`src/sv/kts_pkg.sv`:
```
// Shared types, token kinds and character classes for the keyword token scanner.
// Depends on nothing; imported by the interfaces' users, controller and datapath.
package kts_pkg;

  // Token kinds
  localparam logic [4:0] KIND_EOF     = 5'd0;
  localparam logic [4:0] KIND_SEMI    = 5'd1;
  localparam logic [4:0] KIND_INTLIT  = 5'd2;
  localparam logic [4:0] KIND_PLUS    = 5'd3;
  localparam logic [4:0] KIND_PUB     = 5'd4;
  localparam logic [4:0] KIND_FN      = 5'd5;
  localparam logic [4:0] KIND_LET     = 5'd6;
  localparam logic [4:0] KIND_IDENT   = 5'd7;
  localparam logic [4:0] KIND_COLON   = 5'd8;
  localparam logic [4:0] KIND_U32     = 5'd9;
  localparam logic [4:0] KIND_EQ      = 5'd10;
  localparam logic [4:0] KIND_LPAREN  = 5'd11;
  localparam logic [4:0] KIND_RPAREN  = 5'd12;
  localparam logic [4:0] KIND_COMMA   = 5'd13;
  localparam logic [4:0] KIND_STAR    = 5'd14;
  localparam logic [4:0] KIND_LBRACE  = 5'd15;
  localparam logic [4:0] KIND_RBRACE  = 5'd16;
  localparam logic [4:0] KIND_IF      = 5'd17;
  localparam logic [4:0] KIND_LT      = 5'd18;
  localparam logic [4:0] KIND_RET     = 5'd19;
  localparam logic [4:0] KIND_EXTERN  = 5'd20;
  localparam logic [4:0] KIND_UNKNOWN = 5'd21;

  // Scan modes
  localparam logic [1:0] MODE_IDLE = 2'd0;
  localparam logic [1:0] MODE_NUM  = 2'd1;
  localparam logic [1:0] MODE_NAME = 2'd2;

  localparam int unsigned KW_NUM = 7;
  localparam int unsigned KW_W   = 3;

  // Controller to datapath commands
  typedef struct packed {
    logic sel_pend;     // decode the held item instead of the input
    logic scan;         // apply the selected item to the scan state
    logic latch;        // hold the input item for a later replay
    logic flush_single; // emit the pending number or keyword
    logic rd_start;     // fetch the first buffered name character
    logic emit_char;    // emit one name character, fetch the next
    logic clr_tok;      // drop the pending name after its last character
  } kts_cmd_t;

  // Datapath to controller status
  typedef struct packed {
    logic slot_free;
    logic need_flush;
    logic single_flush; // pending token flushes as one result
    logic last_char;
  } kts_sts_t;

  function automatic logic is_digit(input logic [7:0] c);
    return (c >= 8'h30) && (c <= 8'h39);
  endfunction

  function automatic logic is_letter(input logic [7:0] c);
    return ((c >= 8'h61) && (c <= 8'h7a)) || ((c >= 8'h41) && (c <= 8'h5a));
  endfunction

  function automatic logic is_space(input logic [7:0] c);
    return (c == 8'h20) || ((c >= 8'h09) && (c <= 8'h0d));
  endfunction

  // Punctuation kind, KIND_EOF when the byte is no punctuation
  function automatic logic [4:0] punct_kind(input logic [7:0] c);
    logic [4:0] k;
    unique case (c)
      8'h2b:   k = KIND_PLUS;
      8'h3b:   k = KIND_SEMI;
      8'h3a:   k = KIND_COLON;
      8'h3d:   k = KIND_EQ;
      8'h28:   k = KIND_LPAREN;
      8'h29:   k = KIND_RPAREN;
      8'h2c:   k = KIND_COMMA;
      8'h2a:   k = KIND_STAR;
      8'h7b:   k = KIND_LBRACE;
      8'h7d:   k = KIND_RBRACE;
      8'h3c:   k = KIND_LT;
      default: k = KIND_EOF;
    endcase
    return k;
  endfunction

  // Keyword table: length, kind and text
  function automatic logic [2:0] kw_len(input logic [KW_W-1:0] k);
    logic [2:0] l;
    unique case (k)
      3'd0:    l = 3'd3;
      3'd1:    l = 3'd2;
      3'd2:    l = 3'd3;
      3'd3:    l = 3'd2;
      3'd4:    l = 3'd3;
      3'd5:    l = 3'd3;
      3'd6:    l = 3'd6;
      default: l = 3'd7;
    endcase
    return l;
  endfunction

  function automatic logic [4:0] kw_kind(input logic [KW_W-1:0] k);
    logic [4:0] r;
    unique case (k)
      3'd0:    r = KIND_LET;
      3'd1:    r = KIND_FN;
      3'd2:    r = KIND_U32;
      3'd3:    r = KIND_IF;
      3'd4:    r = KIND_RET;
      3'd5:    r = KIND_PUB;
      3'd6:    r = KIND_EXTERN;
      default: r = KIND_UNKNOWN;
    endcase
    return r;
  endfunction

  // Character at a position of a keyword, first character at position zero
  function automatic logic [7:0] kw_char(input logic [KW_W-1:0] k, input logic [2:0] pos);
    logic [47:0] txt;
    logic [7:0]  ch;
    txt = '0;
    unique case (k)
      3'd0:    txt = {"let", 24'h0};
      3'd1:    txt = {"fn", 32'h0};
      3'd2:    txt = {"u32", 24'h0};
      3'd3:    txt = {"if", 32'h0};
      3'd4:    txt = {"ret", 24'h0};
      3'd5:    txt = {"pub", 24'h0};
      3'd6:    txt = "extern";
      default: txt = '0;
    endcase
    unique case (pos)
      3'd0:    ch = txt[47:40];
      3'd1:    ch = txt[39:32];
      3'd2:    ch = txt[31:24];
      3'd3:    ch = txt[23:16];
      3'd4:    ch = txt[15:8];
      3'd5:    ch = txt[7:0];
      default: ch = 8'h00;
    endcase
    return ch;
  endfunction

endpackage

```
`src/sv/kts_if.sv`:
```
// Valid/ready channels of the keyword token scanner: source bytes in, tokens out.
// Standalone; widths follow the package's token field layout.
interface kts_in_if;
  logic       valid;
  logic       ready;
  logic [7:0] src_byte;
  logic       end_of_input;

  modport source (output valid, output src_byte, output end_of_input, input ready);
  modport sink   (input valid, input src_byte, input end_of_input, output ready);
endinterface

interface kts_out_if;
  logic        valid;
  logic        ready;
  logic [4:0]  kind;
  logic [63:0] int_value;
  logic [7:0]  name_char;
  logic        last_of_token;
  logic        name_truncated;

  modport source (output valid, output kind, output int_value, output name_char,
                  output last_of_token, output name_truncated, input ready);
  modport sink   (input valid, input kind, input int_value, input name_char,
                  input last_of_token, input name_truncated, output ready);
endinterface

```
`src/sv/kts_ctrl.sv`:
```
// Sequencer of the keyword token scanner: accepts bytes and orders flush, replay
// and name character emission. Depends on kts_pkg command and status types.
module kts_ctrl (
  input  logic              clk_i,
  input  logic              rst_ni,
  input  logic              in_valid_i,
  output logic              in_ready_o,
  input  kts_pkg::kts_sts_t sts_i,
  output kts_pkg::kts_cmd_t cmd_o
);
  import kts_pkg::*;

  localparam logic [1:0] ST_IDLE   = 2'd0;
  localparam logic [1:0] ST_REPLAY = 2'd1;
  localparam logic [1:0] ST_EMIT   = 2'd2;

  logic [1:0] state_q, state_d;
  logic       accept;

  assign in_ready_o = (state_q == ST_IDLE) && sts_i.slot_free;
  assign accept     = in_valid_i && in_ready_o;

  // Decode state into datapath commands
  always_comb begin
    state_d = state_q;
    cmd_o   = '0;
    unique case (state_q)
      ST_IDLE: begin
        if (accept) begin
          if (sts_i.need_flush) begin
            cmd_o.latch = 1'b1;
            if (sts_i.single_flush) begin
              cmd_o.flush_single = 1'b1;
              state_d            = ST_REPLAY;
            end else begin
              cmd_o.rd_start = 1'b1;
              state_d        = ST_EMIT;
            end
          end else begin
            cmd_o.scan = 1'b1;
          end
        end
      end
      ST_REPLAY: begin
        cmd_o.sel_pend = 1'b1;
        if (sts_i.slot_free) begin
          cmd_o.scan = 1'b1;
          state_d    = ST_IDLE;
        end
      end
      ST_EMIT: begin
        if (sts_i.slot_free) begin
          cmd_o.emit_char = 1'b1;
          if (sts_i.last_char) begin
            cmd_o.clr_tok = 1'b1;
            state_d       = ST_REPLAY;
          end
        end
      end
      default: state_d = ST_IDLE;
    endcase
  end

  always_ff @(posedge clk_i or negedge rst_ni) begin
    if (!rst_ni) begin
      state_q <= ST_IDLE;
    end else begin
      state_q <= state_d;
    end
  end

endmodule

```
`src/sv/kts_datapath.sv`:
```
// Datapath of the keyword token scanner: scan state, number accumulator, name
// buffer memory, keyword match tracking and output register. Uses kts_pkg.
module kts_datapath #(
  parameter int unsigned MAX_NAME_CHARS = 31
) (
  input  logic              clk_i,
  input  logic              rst_ni,
  input  logic [7:0]        in_byte_i,
  input  logic              in_eoi_i,
  input  logic              out_ready_i,
  input  kts_pkg::kts_cmd_t cmd_i,
  output kts_pkg::kts_sts_t sts_o,
  output logic              out_valid_o,
  output logic [4:0]        out_kind_o,
  output logic [63:0]       out_int_o,
  output logic [7:0]        out_char_o,
  output logic              out_last_o,
  output logic              out_trunc_o
);
  import kts_pkg::*;

  localparam int unsigned LEN_W = $clog2(MAX_NAME_CHARS + 1);
  localparam int unsigned IDX_W = $clog2(MAX_NAME_CHARS);
  localparam logic [LEN_W-1:0] LEN_MAX = LEN_W'(MAX_NAME_CHARS);

  logic [1:0]        mode_q, mode_d;
  logic [63:0]       accum_q, accum_d;
  logic [LEN_W-1:0]  len_q, len_d;
  logic              ovf_q, ovf_d;
  logic [KW_NUM-1:0] kw_match_q, kw_match_d;
  logic [7:0]        pend_byte_q;
  logic              pend_eoi_q;
  logic [IDX_W-1:0]  rd_idx_q;
  logic [7:0]        rdata_q;
  logic [7:0]        name_mem [MAX_NAME_CHARS];

  logic              out_valid_q;
  logic [4:0]        out_kind_q, out_kind_d;
  logic [63:0]       out_int_q, out_int_d;
  logic [7:0]        out_char_q, out_char_d;
  logic              out_last_q, out_last_d;
  logic              out_trunc_q, out_trunc_d;
  logic              out_load;

  logic [7:0]        sel_byte;
  logic              sel_eoi;
  logic              cont_num, cont_name, name_start;
  logic [4:0]        pkind;
  logic [67:0]       mul_sum;
  logic [63:0]       accum_next;
  logic              wr_en;
  logic [IDX_W-1:0]  wr_addr;
  logic              rd_en;
  logic [IDX_W-1:0]  rd_addr;
  logic              kw_hit;
  logic [4:0]        kw_hit_kind;
  logic              slot_free;

  // Select the live input or the held item
  assign sel_byte  = cmd_i.sel_pend ? pend_byte_q : in_byte_i;
  assign sel_eoi   = cmd_i.sel_pend ? pend_eoi_q : in_eoi_i;
  assign cont_num  = !sel_eoi && (mode_q == MODE_NUM) && is_digit(sel_byte);
  assign cont_name = !sel_eoi && (mode_q == MODE_NAME) &&
                     (is_letter(sel_byte) || is_digit(sel_byte) || (sel_byte == 8'h5f));
  assign name_start = (is_letter(sel_byte) || (sel_byte == 8'h5f));
  assign pkind     = punct_kind(sel_byte);

  // Saturating accumulate: value * 10 + digit
  assign mul_sum    = {1'b0, accum_q, 3'b000} + {3'b000, accum_q, 1'b0} +
                      {64'h0, sel_byte[3:0]};
  assign accum_next = (mul_sum[67:64] != 4'h0) ? '1 : mul_sum[63:0];

  // Keyword decision for the pending name
  always_comb begin
    kw_hit      = 1'b0;
    kw_hit_kind = KIND_UNKNOWN;
    for (int unsigned k = 0; k < KW_NUM; k++) begin
      if (kw_match_q[k] && (len_q == LEN_W'(kw_len(KW_W'(k))))) begin
        kw_hit      = !ovf_q;
        kw_hit_kind = kw_kind(KW_W'(k));
      end
    end
  end

  assign slot_free         = !out_valid_q || out_ready_i;
  assign sts_o.slot_free    = slot_free;
  assign sts_o.need_flush   = (mode_q != MODE_IDLE) && !cont_num && !cont_name;
  assign sts_o.single_flush = (mode_q == MODE_NUM) || kw_hit;
  assign sts_o.last_char    = (LEN_W'(rd_idx_q) + LEN_W'(1)) == len_q;

  // Scan state update and result selection
  always_comb begin
    mode_d      = mode_q;
    accum_d     = accum_q;
    len_d       = len_q;
    ovf_d       = ovf_q;
    kw_match_d  = kw_match_q;
    wr_en       = 1'b0;
    wr_addr     = len_q[IDX_W-1:0];
    out_load    = 1'b0;
    out_kind_d  = KIND_EOF;
    out_int_d   = '0;
    out_char_d  = '0;
    out_last_d  = 1'b1;
    out_trunc_d = 1'b0;
    if (cmd_i.flush_single) begin
      out_load   = 1'b1;
      out_kind_d = (mode_q == MODE_NUM) ? KIND_INTLIT : kw_hit_kind;
      out_int_d  = (mode_q == MODE_NUM) ? accum_q : '0;
      mode_d     = MODE_IDLE;
      accum_d    = '0;
      len_d      = '0;
      ovf_d      = 1'b0;
    end else if (cmd_i.emit_char) begin
      out_load    = 1'b1;
      out_kind_d  = KIND_IDENT;
      out_char_d  = rdata_q;
      out_last_d  = sts_o.last_char;
      out_trunc_d = ovf_q;
      if (cmd_i.clr_tok) begin
        mode_d = MODE_IDLE;
        len_d  = '0;
        ovf_d  = 1'b0;
      end
    end else if (cmd_i.scan) begin
      priority if (sel_eoi) begin
        out_load = 1'b1;
        mode_d   = MODE_IDLE;
      end else if (cont_num) begin
        accum_d = accum_next;
      end else if (cont_name) begin
        if (len_q < LEN_MAX) begin
          wr_en = 1'b1;
          len_d = len_q + LEN_W'(1);
          for (int unsigned k = 0; k < KW_NUM; k++) begin
            if (len_q < LEN_W'(kw_len(KW_W'(k)))) begin
              kw_match_d[k] = kw_match_q[k] &&
                              (kw_char(KW_W'(k), len_q[2:0]) == sel_byte);
            end else begin
              kw_match_d[k] = 1'b0;
            end
          end
        end else begin
          ovf_d = 1'b1;
        end
      end else if (is_space(sel_byte)) begin
        mode_d = MODE_IDLE;
      end else if (pkind != KIND_EOF) begin
        out_load   = 1'b1;
        out_kind_d = pkind;
      end else if (is_digit(sel_byte)) begin
        mode_d  = MODE_NUM;
        accum_d = {60'h0, sel_byte[3:0]};
      end else if (name_start) begin
        mode_d  = MODE_NAME;
        wr_en   = 1'b1;
        wr_addr = '0;
        len_d   = LEN_W'(1);
        ovf_d   = 1'b0;
        for (int unsigned k = 0; k < KW_NUM; k++) begin
          kw_match_d[k] = (kw_char(KW_W'(k), 3'd0) == sel_byte);
        end
      end else begin
        out_load   = 1'b1;
        out_kind_d = KIND_UNKNOWN;
      end
    end
  end

  // Control state
  always_ff @(posedge clk_i or negedge rst_ni) begin
    if (!rst_ni) begin
      mode_q      <= MODE_IDLE;
      accum_q     <= '0;
      len_q       <= '0;
      ovf_q       <= 1'b0;
      out_valid_q <= 1'b0;
    end else begin
      mode_q  <= mode_d;
      accum_q <= accum_d;
      len_q   <= len_d;
      ovf_q   <= ovf_d;
      if (out_load) begin
        out_valid_q <= 1'b1;
      end else if (out_ready_i) begin
        out_valid_q <= 1'b0;
      end
    end
  end

  // Payload and held item
  always_ff @(posedge clk_i) begin
    kw_match_q <= kw_match_d;
    if (cmd_i.latch) begin
      pend_byte_q <= in_byte_i;
      pend_eoi_q  <= in_eoi_i;
    end
    if (out_load) begin
      out_kind_q  <= out_kind_d;
      out_int_q   <= out_int_d;
      out_char_q  <= out_char_d;
      out_last_q  <= out_last_d;
      out_trunc_q <= out_trunc_d;
    end
  end

  // Name buffer: one write port, one registered read port
  assign rd_en   = cmd_i.rd_start || (cmd_i.emit_char && !sts_o.last_char);
  assign rd_addr = cmd_i.rd_start ? '0 : rd_idx_q + IDX_W'(1);

  always_ff @(posedge clk_i) begin
    if (wr_en) begin
      name_mem[wr_addr] <= sel_byte;
    end
    if (rd_en) begin
      rdata_q  <= name_mem[rd_addr];
      rd_idx_q <= rd_addr;
    end
  end

  assign out_valid_o = out_valid_q;
  assign out_kind_o  = out_kind_q;
  assign out_int_o   = out_int_q;
  assign out_char_o  = out_char_q;
  assign out_last_o  = out_last_q;
  assign out_trunc_o = out_trunc_q;

  // Name length never passes the buffer depth
  assert property (@(posedge clk_i) disable iff (!rst_ni) len_q <= LEN_MAX)
    else $error("name length beyond buffer depth");

  // Overflow only after the buffer has filled
  assert property (@(posedge clk_i) disable iff (!rst_ni) ovf_q |-> (len_q == LEN_MAX))
    else $error("overflow flag set with room left in buffer");

  // Outside a name no name state lingers
  assert property (@(posedge clk_i) disable iff (!rst_ni)
    (mode_q != MODE_NAME) |-> ((len_q == '0) && !ovf_q))
    else $error("stale name state outside name mode");

  // A name always holds at least one character
  assert property (@(posedge clk_i) disable iff (!rst_ni)
    (mode_q == MODE_NAME) |-> (len_q != '0))
    else $error("empty name in name mode");

endmodule

```
`src/sv/keyword_token_scanner_unit.sv`:
```
// Keyword token scanner: one source byte per transfer in, tokens out.
// Throughput without output stalls: one byte per cycle while the scanner is idle; a byte ending
// a number or keyword is held while that token flushes and is then replayed, and a byte ending a
// name is held through the buffer fetch and the name's characters and is then replayed.
// Every token is driven from a registered output.
// Reset (rst_ni low) returns the scanner to idle; the name buffer is not cleared.
module keyword_token_scanner_unit #(
  parameter int unsigned MAX_NAME_CHARS = 31
) (
  input  logic clk_i,
  input  logic rst_ni,
  kts_in_if.sink    in_i,
  kts_out_if.source out_o
);
  import kts_pkg::*;

  kts_cmd_t cmd;
  kts_sts_t sts;

  kts_ctrl u_ctrl (
    .clk_i      (clk_i),
    .rst_ni     (rst_ni),
    .in_valid_i (in_i.valid),
    .in_ready_o (in_i.ready),
    .sts_i      (sts),
    .cmd_o      (cmd)
  );

  kts_datapath #(
    .MAX_NAME_CHARS (MAX_NAME_CHARS)
  ) u_datapath (
    .clk_i       (clk_i),
    .rst_ni      (rst_ni),
    .in_byte_i   (in_i.src_byte),
    .in_eoi_i    (in_i.end_of_input),
    .out_ready_i (out_o.ready),
    .cmd_i       (cmd),
    .sts_o       (sts),
    .out_valid_o (out_o.valid),
    .out_kind_o  (out_o.kind),
    .out_int_o   (out_o.int_value),
    .out_char_o  (out_o.name_char),
    .out_last_o  (out_o.last_of_token),
    .out_trunc_o (out_o.name_truncated)
  );

endmodule
```
`src/flat_wrapper.sv`:
```
// flat-port wrapper written by rule: the top's interface ports become plain ports
module keyword_token_scanner_unit_flat import kts_pkg::*;
#(
  parameter int unsigned MAX_NAME_CHARS = 31
)
  (clk_i, rst_ni, in_i_valid, in_i_src_byte, in_i_end_of_input, in_i_ready, out_o_valid, out_o_kind, out_o_int_value, out_o_name_char, out_o_last_of_token, out_o_name_truncated, out_o_ready);
  kts_in_if in_i_i ();
  kts_out_if out_o_i ();
  input  logic clk_i;
  input  logic rst_ni;
  input wire logic [$bits(in_i_i.valid)-1:0] in_i_valid;
  input wire logic [$bits(in_i_i.src_byte)-1:0] in_i_src_byte;
  input wire logic [$bits(in_i_i.end_of_input)-1:0] in_i_end_of_input;
  output wire logic [$bits(in_i_i.ready)-1:0] in_i_ready;
  output wire logic [$bits(out_o_i.valid)-1:0] out_o_valid;
  output wire logic [$bits(out_o_i.kind)-1:0] out_o_kind;
  output wire logic [$bits(out_o_i.int_value)-1:0] out_o_int_value;
  output wire logic [$bits(out_o_i.name_char)-1:0] out_o_name_char;
  output wire logic [$bits(out_o_i.last_of_token)-1:0] out_o_last_of_token;
  output wire logic [$bits(out_o_i.name_truncated)-1:0] out_o_name_truncated;
  input wire logic [$bits(out_o_i.ready)-1:0] out_o_ready;
  assign in_i_i.valid = in_i_valid;
  assign in_i_i.src_byte = in_i_src_byte;
  assign in_i_i.end_of_input = in_i_end_of_input;
  assign in_i_ready = in_i_i.ready;
  assign out_o_valid = out_o_i.valid;
  assign out_o_kind = out_o_i.kind;
  assign out_o_int_value = out_o_i.int_value;
  assign out_o_name_char = out_o_i.name_char;
  assign out_o_last_of_token = out_o_i.last_of_token;
  assign out_o_name_truncated = out_o_i.name_truncated;
  assign out_o_i.ready = out_o_ready;
  keyword_token_scanner_unit #(.MAX_NAME_CHARS(MAX_NAME_CHARS)) u_core (.clk_i(clk_i), .rst_ni(rst_ni), .in_i(in_i_i), .out_o(out_o_i));
endmodule
```
`config.mk`:
```
export PLATFORM = sky130hd
export DESIGN_NAME = keyword_token_scanner_unit_flat
export DESIGN_NICKNAME = d
export VERILOG_FILES = /design/src/sv/kts_pkg.sv /design/src/sv/kts_if.sv /design/src/sv/kts_ctrl.sv /design/src/sv/kts_datapath.sv /design/src/sv/keyword_token_scanner_unit.sv /design/src/flat_wrapper.sv
export SDC_FILE = /design/constraint.sdc
export NUM_CORES = 1
export LEC_CHECK = 0
export ABC_AREA = 1
export ABC_CLOCK_PERIOD_IN_PS = 10500
export BUFFER_PORTS_ARGS = -buffer_cell sky130_fd_sc_hd__clkbuf_2
export CELL_PAD_IN_SITES_DETAIL_PLACEMENT = 1
export CELL_PAD_IN_SITES_GLOBAL_PLACEMENT = 2
export CORE_MARGIN = 2
export CORE_UTILIZATION = 39
export DETAILED_ROUTE_END_ITERATION = 10
export PLACE_DENSITY_LB_ADDON = 0.25
export SETUP_SLACK_MARGIN = 0.2
export SYNTH_ARGS = -nofsm -noshare
export SYNTH_HDL_FRONTEND = slang
export SYNTH_HIERARCHICAL = 1
export SYNTH_SLANG_ARGS = --single-unit
```
`constraint.sdc`:
```
create_clock -name clk_i -period 10.5 [get_ports clk_i]
set_input_delay 1.05 -clock clk_i [delete_from_list [all_inputs] [get_ports clk_i]]
set_output_delay 1.05 -clock clk_i [all_outputs]
set_load 0.1 [all_outputs]
```
==> flow_summary.toml, run 1 <==
[global_route]
grt_max_degree = 76
grt_pass1_vias = 21625
grt_antenna_before_repair = 0
grt_usage_pct = 25.1
gr-total-overflow = 0
grt_pass1_wl_um = 128000

[sta]
worstMarginPinSlew_ns = 1.14
slew_headroom_pct = 23.5
setup_viol = 0
finalCritPeriodShare_pct = 61.6
skew_ns = 0.0153
rsz0062_at_grt = "false"
finalMaxSlewViolations = 0
fmax_mhz = 155
fin_hold_ws_ns = 0.534
min_period_ns = 6.47
tns_ns = 0
hold_violations = 0

[power_and_ir_drop]
vdd_drop_max_mv = 0.214
comb_power_share_pct = 42.8
switching_share_pct = 46.7
power.switching_mw = 3.21
clockPowerShare_pct = 23.9
seqPwrFrac_pct = 33.4
p_int_mw = 3.66
power.leakage_nw = 12.0
p_total_mw = 6.87
power.density_nw_per_um2 = 249

[drt]
firstDrtPassIters = 5
drc = 0
dr_total_vias = 20480
ant_nets = 0
drt_wl_total_um = 82200
drtIter0Drc = 1216
vias_per_cell = 5.36
wl_per_cell_um = 21.5

[flow_run]
maxCapViolCount = 0

[cts]
cts_resized = 0
h-tree-depth = 2
clock-sinks = 431
cts-hold-fix-buffers = 0
postCtsSetupBuffers = 0
cts_buffers = 47
cts_tree = "done"
cts_max_path_buffers = 3
insertion_delay_ns = 0.59
root_buffer = "clkbuf_16"
path_clk_slew_ns = 0.06

[critical_path]
r2r_slack_ns = 4.03
crit_buf_inv = 9
end_kind = "register"
critPathTopFamily = "simple AND/OR/NAND/NOR gates"
crit_slowest_cell = "nor2_1"
max_stage_delay_ns = 0.65
start_kind = "register"
crit_fanout = 41
crit_type = "reg2reg"
cpMostUsedCell = "inv_1"
cp.required_ns = 10.71
cp_data_arrival_time_ns = 6.68

[placement]
gp_congestion = 0.971
dp_cells = 3740
dp_hpwl_um = 60600
numPortBuffers = 93
placed_area_um2 = 26100

[layout]
nets = 3091
diodes = 0
final_area_um2 = 27600
regArea_um2 = 12600
multi_input_area_um2 = 10500
area_delta_synth_final_pct = 11.5
drive_above_1_share_pct = 8.56
fillers = 7460
layoutNonFillerInstCount = 3824

[synth]
synth_edf_count = 356
ys.flop_type = "edfxtp_1"
ys_seq_area_share_pct = 50.7
syn_area_um2 = 24800
ys_types = 57
synth_area_per_cell_um2 = 8.65
asyncSetResetFlopFracSynth_pct = 17.4
synth_fp_nets = 3013
ys_ff_latch = 431
ys_warn_count = 6
synthCells = 2865

[worst_hold_path]
hold_class = "reg2reg"

[floorplanning]
die_area_um2 = 65500
die_w_um = 256
rows = 92
core-area_um2 = 63000
ioPinCount = 94
die_h_um = 256
initial_core_util_pct = 39.3

[status]
status = "finished clean"
-- final timing paths --
| kind | startpoint | cells after the start | to |
|---|---|---|---|
| min in group asynchronous | rst_ni | 1 | u_core/u_datapath/accum_q[45] |
| worst min-delay path | u_core/u_datapath/mode_q[0] | 2 | u_core/u_datapath/mode_q[0] |
| worst max-delay path | u_core/u_ctrl/state_q[1] | 29 | u_core/u_datapath/name_mem[24][3] |
| max in group asynchronous | rst_ni | 1 | u_core/u_datapath/accum_q[5] |
| worst min register to register | u_core/u_datapath/mode_q[0] | 2 | u_core/u_datapath/mode_q[0] |
| worst max register to register | u_core/u_ctrl/state_q[1] | 29 | u_core/u_datapath/name_mem[24][3] |
-- cells in the mapped netlist (3+ instances only) --
| cell type | count | share of area (%) |
|---|---|---|
| a21oi_1 | 107 | 2.2 |
| o32ai_1 | 4 | 0.14 |
| o21ai_2 | 4 | 0.14 |
| nand3_1 | 186 | 3.8 |
| buf_4 | 3 | 0.091 |
| a31oi_1 | 8 | 0.20 |
| o311ai_0 | 11 | 0.39 |
| o22ai_1 | 22 | 0.56 |
| o2111ai_1 | 3 | 0.11 |
| xnor2_1 | 11 | 0.39 |
| nand2_2 | 13 | 0.33 |
| buf_2 | 7 | 0.14 |
| ha_1 | 133 | 6.7 |
| nor3_2 | 3 | 0.12 |
| xor2_1 | 50 | 1.8 |
| nand2_4 | 3 | 0.14 |
| o31ai_1 | 4 | 0.12 |
| clkbuf_1 | 69 | 1.0 |
| or2_2 | 7 | 0.18 |
| o221ai_1 | 37 | 1.3 |
| and2_1 | 3 | 0.076 |
| o211ai_1 | 22 | 0.67 |
| buf_6 | 3 | 0.14 |
| nor3_1 | 25 | 0.51 |
| dfrtp_1 | 75 | 7.6 |
| nor4_1 | 10 | 0.25 |
| nand4_1 | 24 | 0.61 |
| inv_1 | 341 | 5.2 |
| o21ai_0 | 176 | 3.6 |
| o21bai_1 | 18 | 0.55 |
| buf_1 | 3 | 0.045 |
| edfxtp_1 | 356 | 43 |
| nor2_1 | 427 | 6.5 |
| nor2_2 | 7 | 0.18 |
| o21ai_1 | 11 | 0.22 |
| nand2_1 | 632 | 9.6 |
| inv_2 | 20 | 0.30 |
-- layout by cell type (no fill, tap or decap), types with 13 or more instances in the layout --
master     count
nand2_2       13
dfrtp_1       75
o21bai_1      17
nand2_1      632
inv_2         21
clkbuf_2      92
inv_1        338
ha_1         133
buf_4         22
nand4_1       24
o211ai_1      22
clkinv_1      13
o21ai_0      176
o221ai_1      37
nor3_1        25
edfxtp_1     356
a21oi_1      106
nor2_1       425
nand3_1      185
clkbuf_16     47
o22ai_1       22
xor2_1        50
-- layer usage --
metal / wire, um / global-route usage [%] / up-vias
li1: - / - / 9810
met1: 34000 / 30.5 / 10102
met2: 42600 / 46.4 / 439
met3: 2900 / 2.63 / 129
met4: 2730 / 8.02 / 0
met5: 0 / 0 / -
-- layout make-up --
class                      instances  area share, %
tap                              846           3.83
clock inverter                    25          0.951
clock buffer                      59           4.49
inverter                         364           4.95
timing repair buffer             114           2.26
multi-input combinational       1985           38.0
sequential                       431           45.5
-- kinds of logic after synthesis --
kind of cell               share of synthesized area, %
xor gates and xnor gates                           2.16
AOI/OAI and AO/OA                                  10.4
adders and majority gates                          6.88
DFF                                                50.7
and+or+nand+nor                                    22.8
buffers and inverters                              6.99
-- power groups by stage --
stage | clock network [mW] | logic (mW) | registers [mW]
final | 1.64 | 2.94 | 2.29
after global routing | 1.74 | 3.12 | 2.31
after CTS | 1.68 | 2.95 | 2.30
after detailed placement | 0 | 2.94 | 2.33
after global placement | 0 | 2.89 | 2.32
after floorplan | 0 | 1.10 | 3.38
-- metrics by stage --
stage               util, %  setup slack, ns
floorplan                 -             2.65
global placement       41.5             4.35
detailed placement     41.5             4.03
CTS                    43.9             4.00
global route           43.9             3.51
finish                 43.9             4.03
-- worst reg2reg max path, delay by kind of cell (launching register included) --
family	cells	cell delay [ns]
buf+inv	9	1.42
flops	1	0.44
simple gates	20	4.24
-- flip-flops by register name, summed over array words and instances (netlist names) --
| signal | cells |
|---|---|
| u_core/u_ctrl/state_q | 2 |
| u_core/u_datapath/accum_q | 64 |
| u_core/u_datapath/kw_match_q | 7 |
| u_core/u_datapath/len_q | 5 |
| u_core/u_datapath/mode_q | 2 |
| u_core/u_datapath/name_mem | 248 |
| u_core/u_datapath/out_char_o | 8 |
| u_core/u_datapath/out_int_o | 64 |
| u_core/u_datapath/out_kind_o | 5 |
| u_core/u_datapath/out_last_o | 1 |
| u_core/u_datapath/out_trunc_o | 1 |
| u_core/u_datapath/out_valid_o | 1 |
| u_core/u_datapath/ovf_q | 1 |
| u_core/u_datapath/pend_byte_q | 8 |
| u_core/u_datapath/pend_eoi_q | 1 |
| u_core/u_datapath/rd_idx_q | 5 |
| u_core/u_datapath/rdata_q | 8 |
Note: power is estimated with default switching activity, not from simulation.
==> inputs of run 2 (changes only) <==
--- a/config.mk
+++ b/config.mk
@@ -5,8 +5,8 @@
 export SDC_FILE = /design/constraint.sdc
 export NUM_CORES = 1
 export LEC_CHECK = 0
-export ABC_AREA = 1
-export ABC_CLOCK_PERIOD_IN_PS = 10500
+export ABC_AREA = 0
+export ABC_CLOCK_PERIOD_IN_PS = 5750
 export BUFFER_PORTS_ARGS = -buffer_cell sky130_fd_sc_hd__clkbuf_2
 export CELL_PAD_IN_SITES_DETAIL_PLACEMENT = 1
 export CELL_PAD_IN_SITES_GLOBAL_PLACEMENT = 2
==> constraint.sdc (replaced) <==
create_clock -name clk_i -period 5.75 [get_ports clk_i]
set_input_delay 0.575 -clock clk_i [delete_from_list [all_inputs] [get_ports clk_i]]
set_output_delay 0.575 -clock clk_i [all_outputs]
set_load 0.1 [all_outputs]
==> flow_summary.toml, run 2 <==
[global_route]
grt_antenna_before_repair = 0
grt_max_degree = 65
gr-total-overflow = 0
grt_usage_pct = 22.6
grt_pass1_vias = 18017
grt_pass1_wl_um = 107000

[power_and_ir_drop]
power.density_nw_per_um2 = 556
vdd_drop_max_mv = 0.446
power.leakage_nw = 10.3

[sta]
finalMaxSlewViolations = 0
tns_ns = 0
layout_setup_ws_ns = 0.570
hold_violations = 0
min_period_ns = 5.18
worstMarginPinSlew_ns = 1.33
rsz0062_at_grt = "false"
skew_ns = 0.0235
setup_viol = 0
fmax_mhz = 193
slew_headroom_pct = 10.9
finalCritPeriodShare_pct = 90.1
fin_hold_ws_ns = 0.191

[layout]
regMostFlops = "u_core/u_datapath/name_mem"
diodes = 0
regArea_um2 = 12600
postLayoutCoreUtil_pct = 44.7
largest_reg_flops = 248
multi_input_area_um2 = 10200
nets = 2267
drive_above_1_share_pct = 14.2
area_delta_synth_final_pct = 13.5
final_area_um2 = 26400
fillers = 6309
mostFrequentLayoutCells = "356 x edfxtp_1, 214 x nand2_1, 142 x a21oi_1, 133 x ha_1, 92 x clkbuf_2"
final_common_cell = "edfxtp_1"

[floorplanning]
rows = 89
die_w_um = 248
core-area_um2 = 59000
die_area_um2 = 61600
initial_core_util_pct = 39.4
die_h_um = 248
ioPinCount = 94

[placement]
dp_hpwl_um = 48400
numPortBuffers = 93
dp_slack_ns = 0.140
placed_area_um2 = 24600
gp_congestion = 0.847

[critical_path]
crit_type = "reg2reg"
cp_data_arrival_time_ns = 5.65
path_cells = "and2b_4 > mux2i_4 > inv_2 > ha_1 > ha_1 > fa_1 > a21oi_1 > o2bb2ai_1 > o311ai_1 > nand2_1 > o31ai_1 > o311a_1 > mux2_2 > nor4_4 > a21oi_4 > buf_4 > a221o_1"
crit_slowest_cell = "dfrtp_1"
start_kind = "register"
cp.required_ns = 6.22
cpMostUsedCell = "ha_1"
r2r_slack_ns = 0.57
max_stage_delay_ns = 0.44
crit_fanout = 36
end_kind = "register"

[drt]
drc = 0
vias_per_cell = 5.82
drt_wl_total_um = 68600
ant_nets = 0
wl_per_cell_um = 23.4
drtIter0Drc = 1099
dr_total_vias = 17035
firstDrtPassIters = 7

[cts]
cts_tree = "done"
cts_buffers = 47
insertion_delay_ns = 0.60
clock-sinks = 431
h-tree-depth = 2
path_clk_slew_ns = 0.06
cts_max_path_buffers = 3
root_buffer = "clkbuf_16"

[synth]
ys.flop_type = "edfxtp_1"
ys_types = 98
ys_seq_area_share_pct = 54.0
yosysTopAreaCell = "edfxtp_1"
synth_fp_nets = 2181
ys_ff_latch = 431
synthTopCellsByArea = "edfxtp_1 46%, dfrtp_1 8.1%, ha_1 7.2%"
synth_edf_count = 356
synth_area_per_cell_um2 = 11.4
synth.most_common_cell = "edfxtp_1"
ys_top_cells_by_count = "356 x edfxtp_1, 215 x nand2_1, 143 x a21oi_1"
ys_warn_count = 6
syn_area_um2 = 23300
synthCells = 2033
synth.top_cell.area_share_pct = 46.0
asyncSetResetFlopFracSynth_pct = 17.4

[status]
status = "finished clean"

[flow_run]
maxCapViolCount = 0

[worst_hold_path]
hold_class = "in2reg"
==> run 2: changes by cell type after synthesis, sizes merged, moves of 20 or more <==
cell and delta:
and2 +89, inv -317, o21ai -98, a211oi +21, a21o +32, nor2 -323, a21oi +36, a221o +56
mux2i +38, nand2 -433, xor2 -20, nand3 -140, xnor2 +33
==> run 2: layout make-up <==
| class | instances | area share, % |
|---|---|---|
| flip-flops and latches | 431 | 47.6 |
| multi-input cells | 1437 | 38.8 |
| clock buffers | 66 | 4.92 |
| well taps | 773 | 3.66 |
| repair buffers | 155 | 3.55 |
| clock inverters | 20 | 0.806 |
| inverters | 47 | 0.668 |
==> run 2: routing by layer <==
metal / track usage [%] / routed length [um]
met5: 0 / 0
met4: 6.51 / 1700
met3: 3.21 / 2590
met2: 40.0 / 34800
met1: 28.6 / 29600
==> run 2: cell families after synthesis <==
family          count (synthesis)  share of synthesized area [%]
simple gates                  606                           12.7
flops                         431                           54.0
fa+ha+maj                     135                           7.33
buf+inv                       165                           3.01
xor+xnor                       74                           2.79
mux                            56                           3.13
compound gates                566                           17.0
==> run 2: final timing paths <==
check                                        startpoint  depth (start not counted)                                to
setup / recovery               u_core/u_ctrl/state_q[1]                         17      u_core/u_datapath/accum_q[8]
hold / removal                         in_i_src_byte[3]                          1  u_core/u_datapath/pend_byte_q[3]
setup reg to reg               u_core/u_ctrl/state_q[1]                         17      u_core/u_datapath/accum_q[8]
hold reg to reg            u_core/u_datapath/rdata_q[1]                          1   u_core/u_datapath/out_char_o[1]
max in group asynchronous                        rst_ni                          3        u_core/u_datapath/len_q[2]
min in group asynchronous                        rst_ni                          2     u_core/u_datapath/accum_q[38]
==> run 2: critical path, delay by kind of cell, from the launching register on <==
kind,cells,cell delay [ns]
adders and majority gates,3,0.85
muxes,2,0.76
AOI/OAI and AO/OA,7,1.57
buffers and inverters,2,0.45
DFF,1,0.44
and+or+nand+nor,3,0.96
==> run 2: stage by stage <==
stage	instances	total power [mW]
finish	2929	14.7
global route	2929	15.5
CTS	2924	14.8
detailed placement	2836	11.7
global placement	2836	11.6
floorplan	2033	9.81
==> run 2: power breakdown <==
part	internal, mW	total, mW	switching [mW]
Sequential	4.06	4.45	0.390
Clock	1.71	2.98	1.26
Combinational	1.93	7.25	5.31
Total	7.71	14.7	6.96
==> run 2: repair_timing <==
item,in CTS,in global routing
endpoints found under the hold margin,21,0
buffers inserted,1,5
hold buffers,1,0
cloned,0,0
gates resized for setup,9,46
setup endpoints to repair,179,254
pin swaps,1,3
==> inputs of run 3 (changes only) <==
--- a/config.mk
+++ b/config.mk
@@ -13,6 +13,7 @@
 export CORE_MARGIN = 2
 export CORE_UTILIZATION = 39
 export DETAILED_ROUTE_END_ITERATION = 10
+export MAX_ROUTING_LAYER = met4
 export PLACE_DENSITY_LB_ADDON = 0.25
 export SETUP_SLACK_MARGIN = 0.2
 export SYNTH_ARGS = -nofsm -noshare
==> flow_summary.toml, run 3 (synthesis results as in run 2) <==
[layout]
nets = 2267
drive_above_1_share_pct = 14.2
regMostFlops = "u_core/u_datapath/name_mem"
area_delta_synth_final_pct = 13.5
largest_reg_flops = 248
final_common_cell = "edfxtp_1"
final_area_um2 = 26400
regArea_um2 = 12600
fillers = 6309
multi_input_area_um2 = 10200
diodes = 0
mostFrequentLayoutCells = "356 x edfxtp_1, 214 x nand2_1, 142 x a21oi_1, 133 x ha_1, 92 x clkbuf_2"

[power_and_ir_drop]
switching_share_pct = 47.5
power.density_nw_per_um2 = 556
vdd_drop_max_mv = 0.445
power.leakage_nw = 10.3
p_int_mw = 7.71
seqPwrFrac_pct = 30.3
clockPowerShare_pct = 20.3
comb_power_share_pct = 49.4
power.switching_mw = 6.96

[global_route]
grt_antenna_before_repair = 0
grt_usage_pct = 23.3
grt_max_degree = 65
grt_pass1_wl_um = 107000
gr-total-overflow = 0
grt_pass1_vias = 18001

[drt]
dr_total_vias = 17029
wl_per_cell_um = 23.5
vias_per_cell = 5.81
drtIter0Drc = 1136
drt_wl_total_um = 68700
drc = 0
firstDrtPassIters = 5
ant_nets = 0

[placement]
gp_congestion = 0.860
dp_hpwl_um = 48400
placed_area_um2 = 24600
numPortBuffers = 93

[cts]
cts_buffers = 47
root_buffer = "clkbuf_16"
cts_tree = "done"
h-tree-depth = 2
insertion_delay_ns = 0.60
clock-sinks = 431
path_clk_slew_ns = 0.06
cts_max_path_buffers = 3

[critical_path]
crit_fanout = 36
end_kind = "register"
crit_type = "reg2reg"
start_kind = "register"
cp.required_ns = 6.22
cp_data_arrival_time_ns = 5.68

[floorplanning]
die_area_um2 = 61600
die_h_um = 248
rows = 89
die_w_um = 248
ioPinCount = 94
core-area_um2 = 59000
initial_core_util_pct = 39.4

[sta]
tns_ns = 0
hold_violations = 0
min_period_ns = 5.21
slew_headroom_pct = 11.0
finalMaxSlewViolations = 0
rsz0062_at_grt = "false"
setup_viol = 0
fmax_mhz = 192
worstMarginPinSlew_ns = 1.33
skew_ns = 0.0212
fin_hold_ws_ns = 0.188
finalCritPeriodShare_pct = 90.6

[flow_run]
maxCapViolCount = 0

[worst_hold_path]
hold_class = "in2reg"

[status]
status = "finished clean"
## run 3: per-layer routing
layer / share of wire, % / GRT usage, %
met3: 4.0 / 2.93
met2: 51 / 39.9
met4: 2.5 / 6.58
met5: 0 / -
met1: 43 / 28.8
## run 3: path summary, 6_finish.rpt
kind                                              startpoint                                to  slack, ns  cells past startpoint
max in group asynchronous                             rst_ni        u_core/u_datapath/len_q[2]       4.27                      3
worst min-delay path                        in_i_src_byte[3]  u_core/u_datapath/pend_byte_q[3]       0.19                      1
worst max register to register      u_core/u_ctrl/state_q[1]      u_core/u_datapath/accum_q[8]       0.54                     17
worst max-delay path                u_core/u_ctrl/state_q[1]      u_core/u_datapath/accum_q[8]       0.54                     17
worst min register to register  u_core/u_datapath/rdata_q[1]   u_core/u_datapath/out_char_o[1]       0.54                      1
min in group asynchronous                             rst_ni     u_core/u_datapath/accum_q[38]       0.41                      2
## run 3: worst max-delay path, cell delays in order, from the launching register on
cell	delay [ns]
dfrtp_1	0.44
and2b_4	0.43
mux2i_4	0.41
inv_2	0.17
ha_1	0.21
ha_1	0.22
fa_1	0.42
a21oi_1	0.21
o2bb2ai_1	0.17
o311ai_1	0.27
nand2_1	0.21
o31ai_1	0.30
o311a_1	0.18
mux2_2	0.35
nor4_4	0.32
a21oi_4	0.12
buf_4	0.28
a221o_1	0.33
## run 3: area by class of cell
class	count	area share [%]
clock buffer	66	4.92
timing repair buffer	155	3.55
clock inverter	20	0.806
inverter	47	0.668
sequential	431	47.6
tap	773	3.66
multi-input combinational	1437	38.8
## run 3: timing repair
item,CTS,global route
setup buffers,1,5
pin swaps,1,3
hold endpoints to repair,21,0
resized for setup,9,46
endpoints found under the setup margin,179,260
hold buffers,1,0
## run 3: power by group through the flow
| stage | clock, mW | sequential, mW | combinational, mW |
|---|---|---|---|
| after floorplan | 0 | 6.21 | 3.59 |
| final | 2.97 | 4.45 | 7.24 |
| after global placement | 0 | 4.50 | 7.13 |
| after global routing | 3.16 | 4.52 | 7.80 |
| after CTS | 3.05 | 4.45 | 7.25 |
| after detailed placement | 0 | 4.51 | 7.21 |
## run 3: stage by stage
| stage | utilization, % | setup slack (ns) | power, mW | cells |
|---|---|---|---|---|
| floorplan | - | 0.274 | 9.81 | 2033 |
| finish | 44.7 | 0.538 | 14.7 | 2929 |
| global placement | 41.7 | 0.206 | 11.6 | 2836 |
| detailed placement | 41.7 | 0.140 | 11.7 | 2836 |
| CTS | 44.4 | 0.118 | 14.8 | 2924 |
| global route | 44.7 | 0.249 | 15.5 | 2929 |
